**config.mk**
```make
export PLATFORM = sky130hd
export DESIGN_NAME = stim_frame_sequencer
export DESIGN_NICKNAME = d
export VERILOG_FILES = /design/src/hw/rtl/sfs_pkg.sv /design/src/hw/rtl/stim_frame_sequencer.sv /design/src/hw/rtl/sfs_state.sv
export SDC_FILE = /design/constraint.sdc
export NUM_CORES = 1
export LEC_CHECK = 0
export ABC_CLOCK_PERIOD_IN_PS = 3300
export BUFFER_PORTS_ARGS = -buffer_cell sky130_fd_sc_hd__buf_2
export CORE_ASPECT_RATIO = 0.8
export CORE_MARGIN = 4
export CORE_UTILIZATION = 40
export CTS_CLUSTER_SIZE = 25
export DETAILED_ROUTE_END_ITERATION = 10
export GPL_ROUTABILITY_DRIVEN = 0
export GPL_TIMING_DRIVEN = 0
export HOLD_SLACK_MARGIN = 0.02
export PLACE_DENSITY = 0.63
export SYNTH_ARGS = -nofsm -noshare
export SYNTH_HDL_FRONTEND = slang
export SYNTH_SLANG_ARGS = --single-unit
```
**constraint.sdc**
```tcl
create_clock -name clk -period 3.3 [get_ports clk]
set_input_delay 0.66 -clock clk [delete_from_list [all_inputs] [get_ports clk]]
set_output_delay 0.66 -clock clk [all_outputs]
set_load 0.02 [all_outputs]
```
**src/hw/rtl/sfs_pkg.sv**
```systemverilog
`default_nettype none

package sfs_pkg;

    // Number of start frames in one start sequence.
    localparam int unsigned NUM_STARTS = 4;

    // Depth of the start link store and width of its index.
    localparam int unsigned LINK_DEPTH = 8;
    localparam int unsigned IDX_W      = 3;

    // Request kinds.
    localparam logic [1:0] KIND_SET   = 2'd0;
    localparam logic [1:0] KIND_FRAME = 2'd1;
    localparam logic [1:0] KIND_DMA   = 2'd2;
    localparam logic [1:0] KIND_STOP  = 2'd3;

    // Frame codes.
    localparam logic [1:0] FR_STOP  = 2'd0;
    localparam logic [1:0] FR_ENTRY = 2'd1;
    localparam logic [1:0] FR_START = 2'd2;
    localparam logic [1:0] FR_IDLE  = 2'd3;

    // Mode codes.
    localparam logic [1:0] MD_STOP  = 2'd0;
    localparam logic [1:0] MD_START = 2'd1;
    localparam logic [1:0] MD_IDLE  = 2'd2;
    localparam logic [1:0] MD_FAULT = 2'd3;

    // Event codes.
    localparam logic [1:0] EV_NONE  = 2'd0;
    localparam logic [1:0] EV_STOP  = 2'd1;
    localparam logic [1:0] EV_IDLE  = 2'd2;
    localparam logic [1:0] EV_FAULT = 2'd3;

    // One input request.
    typedef struct packed {
        logic [1:0] kind;
        logic       enable;
        logic       desc_error;
        logic       fifo_underflow;
        logic       total_eof;
    } item_t;

    // One result.
    typedef struct packed {
        logic [1:0]  playing_frame;
        logic [2:0]  start_index;
        logic [1:0]  mode;
        logic [1:0]  event_res;
        logic [3:0]  completed_starts;
        logic        requested;
        logic        fatal;
        logic [15:0] desc_errors;
        logic [15:0] underflow_errors;
        logic [15:0] unexpected_stops;
    } res_t;

endpackage

`default_nettype wire

```
**src/hw/rtl/stim_frame_sequencer.sv**
```systemverilog
// Stimulator frame sequencer.
// Input channel item_valid / item_stall carries one request: a set-enable
// request, a frame-finished notice, a DMA fault status or an unexpected
// stop. Output channel res_valid / res_stall carries one result per request,
// showing the frame now playing, the mode, any event and the error counts
// as they stand after that request.
// A request enters an input register on acceptance; once the result register
// is empty or being read, the sequencing logic updates the state and loads
// the result register. The block takes one request per cycle while res_stall
// is low.
// When res_stall is high and a result is offered, the result register holds
// its content; a further request may still wait in the input register, and
// item_stall rises only when both registers are full.
// Reset empties both registers and clears the sequencing state: the stop
// frame plays, the mode is stop loop, no request is pending and all counters
// are zero. Once a fault latches, later requests still produce results but
// change nothing until reset.
`default_nettype none

module stim_frame_sequencer
(
    input  wire logic        clk,
    input  wire logic        rst_n,

    input  wire logic        item_valid,
    output logic             item_stall,
    input  wire logic [1:0]  kind,
    input  wire logic        enable,
    input  wire logic        desc_error,
    input  wire logic        fifo_underflow,
    input  wire logic        total_eof,

    output logic             res_valid,
    input  wire logic        res_stall,
    output logic [1:0]       playing_frame,
    output logic [2:0]       start_index,
    output logic [1:0]       mode,
    output logic [1:0]       event_res,
    output logic [3:0]       completed_starts,
    output logic             requested,
    output logic             fatal,
    output logic             lines_safe_high,
    output logic [15:0]      desc_errors,
    output logic [15:0]      underflow_errors,
    output logic [15:0]      unexpected_stops
);

    sfs_pkg::item_t item_reg;
    logic           item_full_reg, item_full_next;
    sfs_pkg::res_t  res_reg;
    sfs_pkg::res_t  res_calc;
    logic           res_valid_reg, res_valid_next;
    logic           advance;
    logic           take;

    // Handshake control for both register stages.
    assign advance        = item_full_reg && (!res_valid_reg || !res_stall);
    assign item_stall     = item_full_reg && !advance;
    assign take           = item_valid && !item_stall;
    assign item_full_next = take || (item_full_reg && !advance);
    assign res_valid_next = advance || (res_valid_reg && res_stall);

    always_ff @(posedge clk or negedge rst_n)
    begin
        if (!rst_n)
        begin
            item_full_reg <= 1'b0;
            res_valid_reg <= 1'b0;
        end
        else
        begin
            item_full_reg <= item_full_next;
            res_valid_reg <= res_valid_next;
        end
    end

    // Input register.
    always_ff @(posedge clk)
    begin
        if (take)
        begin
            item_reg.kind           <= kind;
            item_reg.enable         <= enable;
            item_reg.desc_error     <= desc_error;
            item_reg.fifo_underflow <= fifo_underflow;
            item_reg.total_eof      <= total_eof;
        end
    end

    // Sequencing state and its update.
    sfs_state u_state
    (
        .clk   (clk),
        .rst_n (rst_n),
        .fire  (advance),
        .item  (item_reg),
        .res   (res_calc)
    );

    // Result register.
    always_ff @(posedge clk)
    begin
        if (advance)
        begin
            res_reg <= res_calc;
        end
    end

    assign res_valid         = res_valid_reg;
    assign playing_frame     = res_reg.playing_frame;
    assign start_index       = res_reg.start_index;
    assign mode              = res_reg.mode;
    assign event_res         = res_reg.event_res;
    assign completed_starts  = res_reg.completed_starts;
    assign requested         = res_reg.requested;
    assign fatal             = res_reg.fatal;
    assign lines_safe_high   = res_reg.fatal;
    assign desc_errors       = res_reg.desc_errors;
    assign underflow_errors  = res_reg.underflow_errors;
    assign unexpected_stops  = res_reg.unexpected_stops;

endmodule

`default_nettype wire

```
**src/hw/rtl/sfs_state.sv**
```systemverilog
`default_nettype none

module sfs_state
(
    input  wire logic          clk,
    input  wire logic          rst_n,
    input  wire logic          fire,
    input  wire sfs_pkg::item_t item,
    output sfs_pkg::res_t      res
);

    logic [1:0]                        mode_reg, mode_next;
    logic [1:0]                        playing_reg, playing_next;
    logic [sfs_pkg::IDX_W-1:0]         index_reg, index_next;
    logic                              request_reg, request_next;
    logic                              fault_reg, fault_next;
    logic                              stop_start_reg, stop_start_next;
    logic [sfs_pkg::LINK_DEPTH-1:0]    start_stop_reg, start_stop_next;
    logic                              idle_stop_reg, idle_stop_next;
    logic [3:0]                        done_reg, done_next;
    logic [15:0]                       desc_cnt_reg, desc_cnt_next;
    logic [15:0]                       ufl_cnt_reg, ufl_cnt_next;
    logic [15:0]                       stop_cnt_reg, stop_cnt_next;
    logic [1:0]                        ev;
    logic                              last_start;
    logic [3:0]                        idx_plus;

    // The last start frame, or any index past it, goes on to idle unless its link to stop is set.
    assign last_start = {1'b0, index_reg} >= 4'(sfs_pkg::NUM_STARTS - 1);
    assign idx_plus   = {1'b0, index_reg} + 4'd1;

    // Next state for the request held in the input register.
    always_comb
    begin
        mode_next       = mode_reg;
        playing_next    = playing_reg;
        index_next      = index_reg;
        request_next    = request_reg;
        fault_next      = fault_reg;
        stop_start_next = stop_start_reg;
        start_stop_next = start_stop_reg;
        idle_stop_next  = idle_stop_reg;
        done_next       = done_reg;
        desc_cnt_next   = desc_cnt_reg;
        ufl_cnt_next    = ufl_cnt_reg;
        stop_cnt_next   = stop_cnt_reg;
        ev              = sfs_pkg::EV_NONE;

        if (!fault_reg)
        begin
            case (item.kind)
                sfs_pkg::KIND_SET:
                begin
                    request_next = item.enable;
                    if (item.enable)
                    begin
                        if (mode_reg == sfs_pkg::MD_STOP)
                        begin
                            start_stop_next = '0;
                            idle_stop_next  = 1'b0;
                            stop_start_next = 1'b1;
                            mode_next       = sfs_pkg::MD_START;
                            done_next       = 4'd0;
                        end
                    end
                    else
                    begin
                        stop_start_next = 1'b0;
                        idle_stop_next  = 1'b1;
                        start_stop_next = '1;
                    end
                end

                sfs_pkg::KIND_FRAME:
                begin
                    // Successors come from the links as they stood before.
                    case (playing_reg)
                        sfs_pkg::FR_STOP:
                        begin
                            if (stop_start_reg)
                            begin
                                playing_next = sfs_pkg::FR_START;
                                index_next   = '0;
                            end
                        end

                        sfs_pkg::FR_ENTRY:
                        begin
                            playing_next    = sfs_pkg::FR_STOP;
                            idle_stop_next  = 1'b0;
                            start_stop_next = '0;
                            mode_next       = sfs_pkg::MD_STOP;
                            done_next       = 4'd0;
                            if (request_reg)
                            begin
                                stop_start_next = 1'b1;
                            end
                            ev = sfs_pkg::EV_STOP;
                        end

                        sfs_pkg::FR_START:
                        begin
                            if (start_stop_reg[index_reg])
                            begin
                                playing_next = sfs_pkg::FR_ENTRY;
                            end
                            else if (!last_start)
                            begin
                                index_next = idx_plus[sfs_pkg::IDX_W-1:0];
                            end
                            else
                            begin
                                playing_next = sfs_pkg::FR_IDLE;
                            end
                            mode_next = sfs_pkg::MD_START;
                            done_next = idx_plus;
                            if (index_reg == '0)
                            begin
                                stop_start_next = 1'b0;
                            end
                            if (!request_reg)
                            begin
                                start_stop_next[index_reg] = 1'b1;
                            end
                            else if (last_start)
                            begin
                                mode_next = sfs_pkg::MD_IDLE;
                                ev        = sfs_pkg::EV_IDLE;
                            end
                        end

                        default:
                        begin
                            playing_next = idle_stop_reg ? sfs_pkg::FR_ENTRY
                                                         : sfs_pkg::FR_IDLE;
                        end
                    endcase
                end

                sfs_pkg::KIND_DMA:
                begin
                    if (item.desc_error || item.fifo_underflow || item.total_eof)
                    begin
                        if (item.desc_error && (desc_cnt_reg != 16'hFFFF))
                        begin
                            desc_cnt_next = desc_cnt_reg + 16'd1;
                        end
                        if (item.fifo_underflow && (ufl_cnt_reg != 16'hFFFF))
                        begin
                            ufl_cnt_next = ufl_cnt_reg + 16'd1;
                        end
                        if (item.total_eof && (stop_cnt_reg != 16'hFFFF))
                        begin
                            stop_cnt_next = stop_cnt_reg + 16'd1;
                        end
                        fault_next = 1'b1;
                        mode_next  = sfs_pkg::MD_FAULT;
                        ev         = sfs_pkg::EV_FAULT;
                    end
                end

                default:
                begin
                    if (stop_cnt_reg != 16'hFFFF)
                    begin
                        stop_cnt_next = stop_cnt_reg + 16'd1;
                    end
                    fault_next = 1'b1;
                    mode_next  = sfs_pkg::MD_FAULT;
                    ev         = sfs_pkg::EV_FAULT;
                end
            endcase
        end
    end

    // The result shows the state after the request.
    always_comb
    begin
        res.playing_frame     = playing_next;
        res.start_index       = index_next;
        res.mode              = mode_next;
        res.event_res         = ev;
        res.completed_starts  = done_next;
        res.requested         = request_next;
        res.fatal             = fault_next;
        res.desc_errors       = desc_cnt_next;
        res.underflow_errors  = ufl_cnt_next;
        res.unexpected_stops  = stop_cnt_next;
    end

    // State registers, updated when the request moves to the result register.
    always_ff @(posedge clk or negedge rst_n)
    begin
        if (!rst_n)
        begin
            mode_reg       <= sfs_pkg::MD_STOP;
            playing_reg    <= sfs_pkg::FR_STOP;
            index_reg      <= '0;
            request_reg    <= 1'b0;
            fault_reg      <= 1'b0;
            stop_start_reg <= 1'b0;
            start_stop_reg <= '0;
            idle_stop_reg  <= 1'b0;
            done_reg       <= 4'd0;
            desc_cnt_reg   <= 16'd0;
            ufl_cnt_reg    <= 16'd0;
            stop_cnt_reg   <= 16'd0;
        end
        else if (fire)
        begin
            mode_reg       <= mode_next;
            playing_reg    <= playing_next;
            index_reg      <= index_next;
            request_reg    <= request_next;
            fault_reg      <= fault_next;
            stop_start_reg <= stop_start_next;
            start_stop_reg <= start_stop_next;
            idle_stop_reg  <= idle_stop_next;
            done_reg       <= done_next;
            desc_cnt_reg   <= desc_cnt_next;
            ufl_cnt_reg    <= ufl_cnt_next;
            stop_cnt_reg   <= stop_cnt_next;
        end
    end

endmodule

`default_nettype wire

```
==> results.json <==
{
  "clock_skew_ns": 0.007524,
  "status": "finished, final reports clean",
  "fmax_ghz": 0.3795,
  "yosys_warnings": 0,
  "synth_edf_count": 69,
  "antennaDiodeCount": 0,
  "cts_tree": "built",
  "rows": 42,
  "vdd_drop_max_mv": 0.3769,
  "met3_length_um": 975,
  "numCtsBuffers": 17,
  "critical_path.max_stage_delay_ns": 0.52,
  "avgSynthCellArea_um2": 11.39,
  "grt_use_total": 0.1579,
  "path_buf_inv": 2,
  "synthArstFlopShare": 0.5141,
  "cts.path.max_buffers": 2,
  "overflow": 0,
  "relSlewSlack": 0.5017,
  "hold_viol": 0,
  "htree_levels": 4,
  "firstDrtPassIters": 4,
  "p_leak_uw": 0.003735,
  "rsz0062_at_grt": "false",
  "most-common-layout-cells": "buf_2 (82), dfrtp_1 (73), edfxtp_1 (69)",
  "powerDensity_nw_per_um2": 515.2,
  "worstRegToRegCells": 8,
  "synthToLayoutAreaGrowth_pct": 19.46,
  "timing.rr.end": "u_state.mode_reg[1]",
  "antenna_found_initial": 0,
  "post_cts_buffers": 0,
  "wire_per_inst_um": 15.84,
  "cp_slowest_cell": "a211oi_1",
  "top_layer_used": "met4",
  "dp_cells": 910,
  "die_width_um": 155.7,
  "ant_nets": 0,
  "cts_root_buf": "clkbuf_16",
  "fp.dieArea_um2": 19650,
  "finalSetupViolCount": 0,
  "fin_cells": 942,
  "path_depth": 8,
  "period_share": 0.7985,
  "critPathMaxFanout": 10,
  "layout.nets": 729,
  "dr_total_vias": 4920,
  "cp_top_family": "compound AO/OA/AOI/OAI gates",
  "grt_pass1_vias": 4922,
  "crit_chain": "clkbuf_1, inv_1, ha_1, a211oi_1, or3_1, a21oi_1, a21o_1, mux2_2",
  "grt_pass1_wl_um": 25030,
  "routed_via_density": 5.223,
  "fin_util": 0.4961,
  "slew_viol_final": 0,
  "startpoint": "u_state.index_reg[2]",
  "clkSinkCount": 142,
  "drtIter0Drc": 343,
  "crit_type": "reg2reg",
  "synth_nets": 633,
  "critPathCapture": "u_state.mode_reg[1]",
  "reg2reg_slack_ns": 0.66,
  "design.core.area_um2": 16820,
  "min_path_type": "in2async",
  "synth-seq-area-share": 0.5583,
  "synth-main-ff-cell": "dfrtp_1",
  "crit_path_start_kind": "flip-flop",
  "dr_wl_met2_um": 6716,
  "grt_max_degree": 50,
  "die_h_um": 126.2,
  "drv_cap": 0,
  "cts_hold_buf": 0,
  "mostFrequentLayoutCell": "buf_2",
  "initial_core_util": 0.4153,
  "worstPathArrival_ns": 2.94,
  "wirelength_um": 14920,
  "period_minus_slack_ns": 2.635,
  "synth_area_um2": 6983,
  "syn_inst": 613,
  "reg2reg_from": "u_state.index_reg[2]",
  "wl_met1_um": 7118,
  "clk_pin_slew_ns": 0.06,
  "fin_setup_tns_ns": 0,
  "numPortBuffers": 75,
  "fillers": 1505,
  "io_pins": 76,
  "ys_seq_elements": 142,
  "clock_latency_ns": 0.42,
  "dpl.hpwl_um": 10390,
  "required_ns": 3.61,
  "layout-drive-gt1-share": 0.2119,
  "drc": 0,
  "cts_resized": 0,
  "tightest_slew_ns": 0.7407,
  "cp-end-kind": "flip-flop",
  "ys_types": 64
}
==> how the worst min path moves through the flow <==
| stage | startpoint | to | slack (ns) | cells past startpoint |
|---|---|---|---|---|
| floorplan | rst_n | item_full_reg | 0.36 | 0 |
| global placement | item_full_reg | res_valid | 0.47 | 1 |
| detailed placement | u_state.done_reg[2] | u_state.done_reg[2] | 0.49 | 1 |
| CTS | rst_n | u_state.stop_cnt_reg[3] | 0.15 | 1 |
| global route | rst_n | u_state.stop_cnt_reg[3] | 0.18 | 1 |
| finish | rst_n | u_state.stop_cnt_reg[3] | 0.15 | 1 |
==> metal layers <==
layer	vias to the layer above	track usage
li1	2389	-
met1	2391	0.2249
met2	128	0.2389
met3	12	0.04321
met4	0	0.04169
met5	-	0
==> layout make-up <==
cell class                      instances  area [µm²]  area share
Clock inverter                         13       211.5     0.02535
Timing Repair Buffer                   77       425.4     0.05100
Multi-Input combinational cell        431        2894      0.3469
Tap cell                              220       275.3     0.03300
Sequential cell                       142        3899      0.4674
Buffer                                 24       133.9     0.01605
Clock buffer                           19       442.9     0.05310
Inverter                               16       60.06    0.007200
==> through the flow <==
stage	area, µm²	worst slack (ns)	total power, µW	hold WS, ns
after floorplan	6984	0.7875	2108	0.3644
after global placement	7635	-0.1206	2209	0.4732
after detailed placement	7687	0.5200	2219	0.4882
after CTS	8342	0.6650	4333	0.1538
after global routing	8342	0.4598	4446	0.1788
final	8342	0.6648	4298	0.1538
==> where the power goes <==
group,switching [µW],internal [µW]
clock,750,1370
combinational,180,60.5
sequential,19.4,1920
==> kinds of logic after synthesis <==
logic type | share of synthesized area
AND/OR/NAND/NOR | 0.1840
flip-flops | 0.5583
buffers and inverters | 0.02723
XOR/XNOR | 0.1027
AO/OA/AOI/OAI | 0.08458
multiplexers | 0.02526
adder cells (fa/ha/maj) | 0.01792
==> synthesized netlist by cell type, types with 3 or more instances <==
library cell | number | share of area
a31oi_1 | 3 | 0.0027
and3_1 | 8 | 0.0072
edfxtp_1 | 69 | 0.30
a211oi_1 | 6 | 0.0064
o21ai_0 | 17 | 0.012
mux2_2 | 7 | 0.011
dfrtp_1 | 73 | 0.26
or3_1 | 3 | 0.0027
mux2_1 | 6 | 0.0097
nor2_1 | 60 | 0.032
o31ai_1 | 5 | 0.0054
nand4_1 | 15 | 0.013
clkbuf_2 | 3 | 0.0021
nand2_1 | 56 | 0.030
a22o_1 | 8 | 0.010
and4_1 | 10 | 0.013
and2_1 | 4 | 0.0036
nor2b_1 | 6 | 0.0054
xnor2_1 | 28 | 0.035
clkbuf_1 | 7 | 0.0038
nand2b_1 | 8 | 0.0072
nor3_1 | 25 | 0.018
nand4b_1 | 3 | 0.0038
buf_2 | 8 | 0.0057
a21o_1 | 4 | 0.0043
mux2i_1 | 3 | 0.0043
nand3_1 | 23 | 0.016
a21oi_1 | 23 | 0.016
inv_1 | 15 | 0.0081
buf_4 | 3 | 0.0032
ha_1 | 10 | 0.018
xor2_1 | 52 | 0.065
No activity file was read; power rests on OpenSTA's default activity.
